[src/rtl/core/mcqd_pkg.sv]
package mcqd_pkg;

  localparam int NUM_CHANNELS = 8;
  localparam int SAMPLE_BITS  = 16;

  localparam int SAMPLE_W     = 16;
  localparam int COUNT_W      = 16;
  localparam int POS_W        = 4;
  localparam int SEL_W        = 3;
  localparam int CNT_CFG_W    = 4;
  localparam int NIBBLE_SLOTS = 8;
  localparam int APB_DATA_W   = 32;
  localparam int APB_ADDR_W   = 4;
  localparam int REG_IDX_W    = 2;

  localparam logic [SAMPLE_W-1:0] SAMPLE_MASK =
    SAMPLE_W'((64'd1 << SAMPLE_BITS) - 64'd1);

  localparam logic [REG_IDX_W-1:0] REG_A_POS     = 2'd0;
  localparam logic [REG_IDX_W-1:0] REG_B_POS     = 2'd1;
  localparam logic [REG_IDX_W-1:0] REG_CHAN_CNT  = 2'd2;

  localparam logic [COUNT_W-1:0] STEP_UP   = COUNT_W'(1);
  localparam logic [COUNT_W-1:0] STEP_DOWN = {COUNT_W{1'b1}};
  localparam logic [COUNT_W-1:0] STEP_NONE = '0;

  typedef struct packed {
    logic             upd;
    logic [POS_W-1:0] a_pos;
    logic [POS_W-1:0] b_pos;
  } lane_ctl_t;

  // index is old a, old b, new a, new b
  function automatic logic [COUNT_W-1:0] step_of(input logic [3:0] idx);
    logic [COUNT_W-1:0] s;
    unique case (idx)
      4'b0010, 4'b0100, 4'b1011, 4'b1101: s = STEP_UP;
      4'b0001, 4'b0111, 4'b1000, 4'b1110: s = STEP_DOWN;
      default:                             s = STEP_NONE;
    endcase
    return s;
  endfunction

endpackage

[src/rtl/core/mcqd_lane.sv]
module mcqd_lane (
  input  logic                                 clk_i,
  input  logic                                 rst_ni,
  input  mcqd_pkg::lane_ctl_t                  ctl_i,
  input  logic [mcqd_pkg::SAMPLE_W-1:0]        prev_sample_i,
  input  logic [mcqd_pkg::SAMPLE_W-1:0]        sample_i,
  output logic [mcqd_pkg::COUNT_W-1:0]         count_o
);

  logic [mcqd_pkg::COUNT_W-1:0] count_q, count_d;
  logic [3:0]                   idx;

  assign idx = {prev_sample_i[ctl_i.a_pos], prev_sample_i[ctl_i.b_pos],
                sample_i[ctl_i.a_pos], sample_i[ctl_i.b_pos]};

  always_comb begin
    count_d = count_q;
    if (ctl_i.upd) begin
      count_d = count_q + mcqd_pkg::step_of(idx);
    end
  end

  always_ff @(posedge clk_i or negedge rst_ni) begin
    if (!rst_ni) begin
      count_q <= '0;
    end else begin
      count_q <= count_d;
    end
  end

  assign count_o = count_q;

endmodule

[src/rtl/core/mcqd_merge.sv]
module mcqd_merge (
  input  logic                                                  clk_i,
  input  logic                                                  rst_ni,
  input  logic                                                  rd_i,
  input  logic [mcqd_pkg::SEL_W-1:0]                            sel_i,
  input  logic [mcqd_pkg::NUM_CHANNELS-1:0][mcqd_pkg::COUNT_W-1:0] counts_i,
  input  logic                                                  out_stall_i,
  output logic                                                  full_o,
  output logic                                                  out_valid_o,
  output logic [mcqd_pkg::COUNT_W-1:0]                          out_data_o
);

  logic [mcqd_pkg::COUNT_W-1:0] pick;
  logic                         out_valid_q, out_valid_d;
  logic [mcqd_pkg::COUNT_W-1:0] out_data_q, out_data_d;
  logic                         skid_valid_q, skid_valid_d;
  logic [mcqd_pkg::COUNT_W-1:0] skid_data_q, skid_data_d;
  logic                         take;

  // missing channels read as zero
  always_comb begin
    pick = '0;
    for (int i = 0; i < mcqd_pkg::NUM_CHANNELS; i++) begin
      if (32'(sel_i) == i) begin
        pick = counts_i[i];
      end
    end
  end

  assign take = out_valid_q & ~out_stall_i;

  always_comb begin
    out_valid_d  = out_valid_q;
    out_data_d   = out_data_q;
    skid_valid_d = skid_valid_q;
    skid_data_d  = skid_data_q;
    if (take || !out_valid_q) begin
      if (skid_valid_q) begin
        out_valid_d  = 1'b1;
        out_data_d   = skid_data_q;
        skid_valid_d = rd_i;
        skid_data_d  = pick;
      end else begin
        out_valid_d  = rd_i;
        out_data_d   = pick;
      end
    end else if (rd_i) begin
      skid_valid_d = 1'b1;
      skid_data_d  = pick;
    end
  end

  always_ff @(posedge clk_i or negedge rst_ni) begin
    if (!rst_ni) begin
      out_valid_q  <= 1'b0;
      skid_valid_q <= 1'b0;
    end else begin
      out_valid_q  <= out_valid_d;
      skid_valid_q <= skid_valid_d;
    end
  end

  always_ff @(posedge clk_i) begin
    out_data_q  <= out_data_d;
    skid_data_q <= skid_data_d;
  end

  assign full_o      = skid_valid_q;
  assign out_valid_o = out_valid_q;
  assign out_data_o  = out_data_q;

endmodule

[src/rtl/core/multi_channel_quadrature_decoder.sv]
// a read word's count is registered into the output register, or into the skid stage while the output is stalled
// throughput: one word per cycle while in_stall_o is low, samples and reads alike; all enabled lanes update in parallel
// input stalls only while both output register and skid stage hold unclaimed reads
// reset clears bit positions, channel count, all counters and the stored sample,
// and arms the first-sample capture
module multi_channel_quadrature_decoder (
  input  logic                                  clk_i,
  input  logic                                  rst_ni,
  input  logic                                  in_valid_i,
  output logic                                  in_stall_o,
  input  logic                                  req_type_i,
  input  logic [mcqd_pkg::SAMPLE_W-1:0]         pin_sample_i,
  input  logic [mcqd_pkg::SEL_W-1:0]            channel_select_i,
  output logic                                  out_valid_o,
  input  logic                                  out_stall_i,
  output logic signed [mcqd_pkg::COUNT_W-1:0]   count_value_o,
  input  logic                                  psel,
  input  logic                                  penable,
  input  logic                                  pwrite,
  input  logic [mcqd_pkg::APB_ADDR_W-1:0]       paddr,
  input  logic [mcqd_pkg::APB_DATA_W-1:0]       pwdata,
  output logic [mcqd_pkg::APB_DATA_W-1:0]       prdata,
  output logic                                  pready
);

  logic [mcqd_pkg::APB_DATA_W-1:0] a_pos_q, b_pos_q;
  logic [mcqd_pkg::CNT_CFG_W-1:0]  chan_cnt_q;
  logic [mcqd_pkg::SAMPLE_W-1:0]   prev_q, prev_d;
  logic                            first_q, first_d;
  logic [mcqd_pkg::REG_IDX_W-1:0]  reg_idx;
  logic                            cfg_wr;
  logic                            accept, smp_acc, rd_acc;
  logic [mcqd_pkg::SAMPLE_W-1:0]   sample;
  logic [mcqd_pkg::NUM_CHANNELS-1:0][mcqd_pkg::COUNT_W-1:0] counts;
  logic [mcqd_pkg::COUNT_W-1:0]    out_data;
  logic                            full;

  assign pready  = 1'b1;
  assign reg_idx = paddr[mcqd_pkg::APB_ADDR_W-1:2];
  assign cfg_wr  = psel & penable & pwrite & pready;

  always_ff @(posedge clk_i or negedge rst_ni) begin
    if (!rst_ni) begin
      a_pos_q    <= '0;
      b_pos_q    <= '0;
      chan_cnt_q <= '0;
    end else if (cfg_wr) begin
      unique case (reg_idx)
        mcqd_pkg::REG_A_POS:    a_pos_q    <= pwdata;
        mcqd_pkg::REG_B_POS:    b_pos_q    <= pwdata;
        mcqd_pkg::REG_CHAN_CNT: chan_cnt_q <= pwdata[mcqd_pkg::CNT_CFG_W-1:0];
        default: ;
      endcase
    end
  end

  always_comb begin
    unique case (reg_idx)
      mcqd_pkg::REG_A_POS:    prdata = a_pos_q;
      mcqd_pkg::REG_B_POS:    prdata = b_pos_q;
      mcqd_pkg::REG_CHAN_CNT: prdata = mcqd_pkg::APB_DATA_W'(chan_cnt_q);
      default:                prdata = '0;
    endcase
  end

  assign accept  = in_valid_i & ~in_stall_o;
  assign smp_acc = accept & ~req_type_i;
  assign rd_acc  = accept & req_type_i;
  assign sample  = pin_sample_i & mcqd_pkg::SAMPLE_MASK;

  always_comb begin
    prev_d  = prev_q;
    first_d = first_q;
    if (smp_acc) begin
      prev_d  = sample;
      first_d = 1'b0;
    end
  end

  always_ff @(posedge clk_i or negedge rst_ni) begin
    if (!rst_ni) begin
      prev_q  <= '0;
      first_q <= 1'b1;
    end else begin
      prev_q  <= prev_d;
      first_q <= first_d;
    end
  end

  for (genvar g = 0; g < mcqd_pkg::NUM_CHANNELS; g++) begin : g_lane
    mcqd_pkg::lane_ctl_t ctl;
    if (g < mcqd_pkg::NIBBLE_SLOTS) begin : g_cfg
      assign ctl.upd   = smp_acc & ~first_q & (32'(chan_cnt_q) > g);
      assign ctl.a_pos = a_pos_q[g*mcqd_pkg::POS_W +: mcqd_pkg::POS_W];
      assign ctl.b_pos = b_pos_q[g*mcqd_pkg::POS_W +: mcqd_pkg::POS_W];
    end else begin : g_off
      assign ctl.upd   = 1'b0;
      assign ctl.a_pos = '0;
      assign ctl.b_pos = '0;
    end

    mcqd_lane u_lane (
      .clk_i         (clk_i),
      .rst_ni        (rst_ni),
      .ctl_i         (ctl),
      .prev_sample_i (prev_q),
      .sample_i      (sample),
      .count_o       (counts[g])
    );
  end

  mcqd_merge u_merge (
    .clk_i       (clk_i),
    .rst_ni      (rst_ni),
    .rd_i        (rd_acc),
    .sel_i       (channel_select_i),
    .counts_i    (counts),
    .out_stall_i (out_stall_i),
    .full_o      (full),
    .out_valid_o (out_valid_o),
    .out_data_o  (out_data)
  );

  assign in_stall_o    = full;
  assign count_value_o = $signed(out_data);

endmodule

[config.mk]
export PLATFORM = sky130hd
export DESIGN_NAME = multi_channel_quadrature_decoder
export DESIGN_NICKNAME = d
export VERILOG_FILES = /design/src/rtl/core/mcqd_pkg.sv /design/src/rtl/core/mcqd_lane.sv /design/src/rtl/core/mcqd_merge.sv /design/src/rtl/core/multi_channel_quadrature_decoder.sv
export SDC_FILE = /design/constraint.sdc
export NUM_CORES = 1
export LEC_CHECK = 0
export ABC_CLOCK_PERIOD_IN_PS = 5000
export BUFFER_PORTS_ARGS = -buffer_cell sky130_fd_sc_hd__clkbuf_2
export CAP_MARGIN = 10
export CORE_MARGIN = 3
export CORE_UTILIZATION = 57
export CTS_CLUSTER_DIAMETER = 30
export DETAILED_ROUTE_END_ITERATION = 12
export PLACE_DENSITY = 0.84
export RECOVER_POWER = 50
export SKIP_CTS_REPAIR_TIMING = 1
export SYNTH_ARGS = -nofsm -noshare
export SYNTH_HDL_FRONTEND = slang
export SYNTH_HIERARCHICAL = 1
export SYNTH_SLANG_ARGS = --single-unit
[constraint.sdc]
create_clock -name clk_i -period 5 [get_ports clk_i]
set_input_delay 1.25 -clock clk_i [delete_from_list [all_inputs] [get_ports clk_i]]
set_output_delay 1.25 -clock clk_i [all_outputs]
set_load 0.005 [all_outputs]
# --- Word-level counts from Yosys, hierarchy flattened ---
# Memories as Yosys holds them, arrays and structs flattened.
# Cells that the tools add are included.
totals:
  n_memories: 8
  romBits: 2048
  regBits: 247
  elab_cells: 184
mem_list:
  columns: ["memory", "words", "word_bits", "read_ports", "rd_ports_with_merged_regs", "wr", "line_no", "rtl"]
  rows:
  - ["(no name shown)", 16, 16, 1, 0, 0, "mcqd_pkg.sv:36", "unique case (idx)"]
  - ["(no name shown)", 16, 16, 1, 0, 0, "mcqd_pkg.sv:36", null]
  - ["(no name shown)", 16, 16, 1, 0, 0, "mcqd_pkg.sv:36", null]
  - ["(no name shown)", 16, 16, 1, 0, 0, "mcqd_pkg.sv:36", null]
  - ["(no name shown)", 16, 16, 1, 0, 0, "mcqd_pkg.sv:36", null]
  - ["(no name shown)", 16, 16, 1, 0, 0, "mcqd_pkg.sv:36", null]
  - ["+2 memories", null, null, null, null, null, null, null]
op_classes:
  n_eq_ne: 10
  n_mux: 89
  order_cmp: 24
  n_reduce_logical: 9
  n_addsub: 8
  bitwise_logic: 19
ops:
  columns: ["op", "count"]
  rows:
  - ["$mux 16", 20]
  - ["$add 16x16->16", 8]
  - ["$bmux 1 s4", 32]
  - ["$pmux 32 s3", 1]
  - ["$lt 4x5->1 const B", 16]
  - ["$mux 1", 36]
  - ["$gt 4x3->1 const B", 4]
  - ["$and 1x1->1", 15]
  - ["$eq 3x3->1 const B", 4]
  - ["$gt 4x1->1 const B", 2]
  - ["$gt 4x2->1 const B", 2]
  - ["$reduce_and 2->1", 4]
  - ["$eq 3x2->1 const B", 2]
  - ["$not 1->1", 4]
  - ["$eq 3x1->1 const B", 1]
  - ["$logic_not 3->1", 1]
  - ["$eq 2x1->1 const B", 1]
  - ["$eq 2x2->1 const B", 1]
  - ["$logic_not 2->1", 1]
  - ["$ne 2x1->1 const B", 1]
  - ["$reduce_bool 2->1", 1]
  - ["$logic_not 1->1", 1]
  - ["$logic_or 1x1->1", 1]

# --- Depth between registers and ports, before layout ---
logic_depth:
  ltp_word: 11
  ltp_mapped: 17

# --- Cells and area by module ---
# Netlist, hierarchy kept.
by_module_without_submodules:
  columns: ["module", "area_per_inst_um2", "cells_per_inst", "n_inst"]
  rows:
  - ["mcqd_lane at g_lane[5].u_lane ...", 1929.4, 166, 3]
  - ["mcqd_lane at g_lane[1].u_lane ...", 1916.8, 174, 3]
  - ["multi_channel_quadrature_decoder", 3906.2, 281, 1]
  - ["mcqd_merge", 2567.5, 283, 1]
  - ["mcqd_lane at g_lane[4].u_lane", 1941.9, 169, 1]
  - ["mcqd_lane at g_lane[0].u_lane", 1859.3, 171, 1]

# --- Worst setup path before layout ---
# OpenSTA, ideal clock, no wires.
synth_timing:
  path_kind: "input-to-reg"
  start: "in pin_sample_i[7] (netlist bit)"
  end: "reg g_lane[1].u_lane.count_q, in the netlist g_lane[1].u_lane/count_o[13]"
  required_time_ns: 4.875
  setup_time_ns: 0.125
  arrival_time_ns: 5.057
  stages: 14
  setup_slack_ns: -0.182
  path_cell_list: "mux4_2 mux4_1 ha_1 o211a_1 a211o_1 and2_2 ha_1 a211oi_1 o21ai_0 a2111oi_2 o21ai_0 a21oi_1 xnor2_1 mux2_2"
synth_between:
  elab_chain_cells: 5
  word_cells_on_any_way: 7
  cone_classes: "1 x add/sub; 5 x mux; 1 x memory"
synth_rtl:
  columns: ["element", "line_no", "rtl"]
  rows:
  - ["from (decl)", "multi_channel_quadrature_decoder.sv:12", "input logic [mcqd_pkg::SAMPLE_W-1:0] pin_sample_i,"]
  - ["$bmux 1 s4", "mcqd_lane.sv:14", "sample_i[ctl_i.a_pos], sample_i[ctl_i.b_pos]};"]
  - ["$mux 1 (not written as such)", "mcqd_lane.sv:14", null]
  - ["$mem_v2 16x16 *", null, null]
  - ["$mux 16 *", "mcqd_lane.sv:18", "if (ctl_i.upd) begin"]
  - ["$add 16x16->16 *", "mcqd_lane.sv:19", "count_d = count_q + mcqd_pkg::step_of(idx);"]
  - ["to (signal assigned)", "mcqd_lane.sv:27", "count_q <= count_d;"]
  - ["to (decl)", "mcqd_lane.sv:10", "logic [mcqd_pkg::COUNT_W-1:0] count_q, count_d;"]
# Mark *: on every way between the ends. The rest lies on a longest branch, timed or not. The select of a mux whose other input is x is not followed.
# A chain may end at the register's enable or synchronous reset.

# --- Final worst setup path ---
layout_timing:
  start: "in pin_sample_i[8] (netlist bit)"
  end: "reg g_lane[2].u_lane.count_q, in the netlist g_lane[2].u_lane/count_o[10]"
layout_between:
  elab_chain_cells: 5
  word_cells_on_any_way: 7
  cone_classes: "1 x add/sub; 5 x mux; 1 x memory"
layout_rtl:
  columns: ["element", "line_no"]
  rows:
  - ["$bmux 1 s4", "mcqd_lane.sv:14"]
  - ["$mux 1 (not written as such)", "mcqd_lane.sv:14"]
  - ["$mem_v2 16x16 *", null]
  - ["$mux 16 *", "mcqd_lane.sv:18"]
  - ["$add 16x16->16 *", "mcqd_lane.sv:19"]
  - ["to (signal assigned)", "mcqd_lane.sv:27"]
  - ["to (decl)", "mcqd_lane.sv:10"]
# Marked as above.

==> results.sh <==
export IMPL_wl_per_cell_um=23.8
export IMPL_vdd_drop_max_mv=0.503
export IMPL_firstDrtPassIters=7
export IMPL_synth_ff_type="dfrtp_1"
export IMPL_finClkSkew_ns=0.0221
export IMPL_initial_core_util=0.579
export IMPL_synth_cells=1924
export IMPL_clk_latency_ns=0.62
export IMPL_setup_violations_final=0
export IMPL_fin_crit_sh=0.988
export IMPL_synth_seq_cells=247
export IMPL_gp_congestion=0.943
export IMPL_portBuffers=110
export IMPL_setup_slack_ns=0.0605
export IMPL_synthArstFlopShare=0.870
export IMPL_cts_tree="yes"
export IMPL_route_detailed_vias_per_inst=6.70
export IMPL_synth_commonest_cells="dfrtp_1 (214), ha_1 (152), mux2_2 (149)"
export IMPL_syn_to_final_growth_pct=24.0
export IMPL_die_height_um=202
export IMPL_cts_path_max_buffers=3
export IMPL_antenna_found_initial=0
export IMPL_dp_hpwl_um=44100
export IMPL_switching_share=0.429
export IMPL_combPwrFrac=0.663
export IMPL_max_freq_ghz=0.202
export IMPL_grt_overflow=0
export IMPL_whs_endpoint="g_lane[0].u_lane/count_o[15]"
export IMPL_reg2reg_to="g_lane[5].u_lane/count_o[10]"
export IMPL_grt_max_degree=111
export IMPL_min_from="g_lane[0].u_lane/count_o[15]"
export IMPL_nNetsFinal=2493
export IMPL_numCtsBuffers=61
export IMPL_place_ws_ns=-0.712
export IMPL_ys_warn_count=6
export IMPL_p_int_uw=13900
export IMPL_yosysSeqAreaShare=0.291
export IMPL_clk_pin_slew_ns=0.05
export IMPL_hold_class="reg2reg"
export IMPL_syn_num_nets=2147
export IMPL_worst_slew_pin_slew_ns=3.05
export IMPL_drc=0
export IMPL_instances_no_fill=2834
export IMPL_synth_top_area_frac=0.245
export IMPL_reg2reg_depth=16
export IMPL_ys_types=76
export IMPL_dpl_instance_area_mm2=0.0245
export IMPL_cp_required_ns=5.49
export IMPL_drt_iter0_drc=1903
export IMPL_drive_gt1_frac=0.373
export IMPL_htreeDepth=2
export IMPL_die_x_um=202
export IMPL_antenna_left=0
export IMPL_grt_pass1_wl_um=104000
export IMPL_final_max_slew_viol_count=111
export IMPL_reg2reg_from="b_pos_q[20]"
export IMPL_cpPeakStageDelay_ns=0.53
export IMPL_cp_max_fo=14
export IMPL_yosys_area_top_type="dfrtp_1"
export IMPL_crit_chain="buf_6 > buf_4 > mux4_1 > mux4_2 > inv_1 > ha_1 > xnor2_1 > xnor2_1 > ha_1 > fa_1 > a21o_1 > a21oi_2 > o21bai_1 > a31oi_2 > buf_4 > o21ai_0 > a21oi_1 > o221ai_1"
export IMPL_finalInstanceArea_mm2=0.0271
export IMPL_syn_cell_area_mm2=0.0218
export IMPL_n_fill_cell=2397
export IMPL_hold_viol=0
export IMPL_worst_slew_margin_rel=-1.04
export IMPL_cts_root_buffer="clkbuf_16"
export IMPL_cp_arrival_ns=5.42
export IMPL_rows=71
export IMPL_max_cap_viol_count=1
export IMPL_startpoint="pin_sample_i[8]"
export IMPL_power_frac_seq=0.165
export IMPL_drt_total_wl_um=67400
export IMPL_synth_most_common_cell="dfrtp_1"
export IMPL_pin_count=114
export IMPL_grt_pass1_vias=19500
export IMPL_violations="capacitance limit, slew limit"
export IMPL_dieArea_mm2=0.0407
export IMPL_holdPathStages=1
export IMPL_syn_area_per_cell_um2=11.3
export IMPL_grt_use_total=0.317
export IMPL_yosys_top_cells_area="dfrtp_1 (25%), mux4_2 (9.6%), ha_1 (8.7%)"
export IMPL_antenna_cells=0
export IMPL_clock_sinks=247
export IMPL_dp_cells=2715
export IMPL_r2r_slack_ns=0.17
export IMPL_power_frac_clock=0.172
export IMPL_synth_edf_count=32
export IMPL_period_needed_ns=4.94
export IMPL_p_leak_uw=0.0120
export IMPL_coreArea_mm2=0.0377
export IMPL_cp_slowest_cell="mux4_2"
export IMPL_dr_total_vias=19000
export IMPL_p_sw_uw=10400
export IMPL_path_class="in2reg"
export IMPL_crit_path_start_kind="input pin"
export IMPL_post_route_util=0.718
export IMPL_status="complete, but fails checks"
export IMPL_critPathCaptureType="flop"
export IMPL_pwr_density_cell_mw_per_mm2=898
area by class of cell:
cell class	count	area [um^2]	area share
inverters	82	323	0.0119
clock buffers	63	1540	0.0571
repair buffers	380	2700	0.0999
flip-flops and latches	247	6340	0.235
multi-input cells	1498	14900	0.550
well taps	511	639	0.0236
clock inverters	53	624	0.0231
flip-flops by register name (all words and copies together) (netlist names):
name	count
u_merge/skid_data_q	16
u_merge/out_data_o	16
first_q	1
g_lane.u_lane/count_o	128
u_merge/out_valid_o	1
chan_cnt_q	4
u_merge/full_o	1
b_pos_q	32
prev_q	16
a_pos_q	32
kinds of logic (layout without fill, tap and decap cells):
family,count (synthesis),count (layout),share of synthesized area
AOI/OAI and AO/OA,457,457,0.141
muxes,423,423,0.306
and+or+nand+nor,357,357,0.0832
DFF,247,247,0.291
buffers and inverters,179,578,0.0438
adders and majority gates,160,160,0.0945
xor gates and xnor gates,100,100,0.0402
other,1,1,0.000172
placed cells by master, fill, tap and decap left out, types with 17 or more instances in the layout:
| cell | count |
|---|---|
| a211oi_1 | 26 |
| a21o_1 | 45 |
| a21oi_1 | 90 |
| a21oi_2 | 18 |
| buf_4 | 260 |
| clkbuf_1 | 17 |
| clkbuf_16 | 61 |
| clkbuf_2 | 84 |
| dfrtp_1 | 212 |
| edfxtp_1 | 32 |
| ha_1 | 144 |
| inv_1 | 76 |
| inv_6 | 18 |
| mux2_2 | 148 |
| mux2_4 | 35 |
| mux2i_1 | 86 |
| mux4_1 | 50 |
| mux4_2 | 99 |
| nand2_1 | 56 |
| nand3_1 | 24 |
| nand3b_1 | 19 |
| nor2_1 | 140 |
| nor2b_1 | 17 |
| nor3_1 | 19 |
| o211ai_1 | 21 |
| o21a_1 | 21 |
| o21ai_0 | 70 |
| o21bai_1 | 18 |
| xnor2_1 | 80 |
metal layers:
layer / vias up / share of wire / global-route usage
met5: - / 0 / 0.00357
met4: 0 / 0.070 / 0.185
met3: 396 / 0.087 / 0.0608
met2: 1212 / 0.49 / 0.538
met1: 9176 / 0.36 / 0.377
li1: 8192 / - / -
metrics by stage:
step                hold slack, ns  setup TNS (ns)  total power [uW]
floorplan                    0.441        -0.00746             13500
global placement             0.458          -25.86             17900
detailed placement           0.462          -36.64             18800
CTS                          0.476           -2.73             23300
global route                 0.492          -0.499             25900
finish                       0.472               0             24300
how the worst max path moves through the flow:
stage / slack, ns / cells after the start / end
3_5_place_dp: -0.71 / 16 / g_lane[2].u_lane/count_o[14]
5_1_grt: -0.13 / 18 / g_lane[2].u_lane/count_o[10]
6_report: 0.06 / 18 / g_lane[2].u_lane/count_o[10]
3_3_place_gp: -0.56 / 17 / g_lane[5].u_lane/count_o[10]
4_1_cts: -0.24 / 18 / g_lane[5].u_lane/count_o[13]
2_1_floorplan: -0.007 / 14 / g_lane[1].u_lane/count_o[13]
power groups by stage:
stage / registers (uW) / clock network, uW / logic (uW)
4_1_cts: 3960 / 4200 / 15100
3_5_place_dp: 3970 / 0 / 14800
6_report: 4010 / 4170 / 16100
3_3_place_gp: 3890 / 0 / 14000
2_1_floorplan: 3410 / 0 / 10100
5_1_grt: 4100 / 4310 / 17500
critical path: cells and delay by family:
family | cells | cell delay [ns]
AO/OA/AOI/OAI | 7 | 1.30
multiplexers | 2 | 1.03
adder cells (fa/ha/maj) | 3 | 0.87
buffers and inverters | 4 | 0.61
XOR/XNOR | 2 | 0.36
Power figures use the tool's default switching activity.
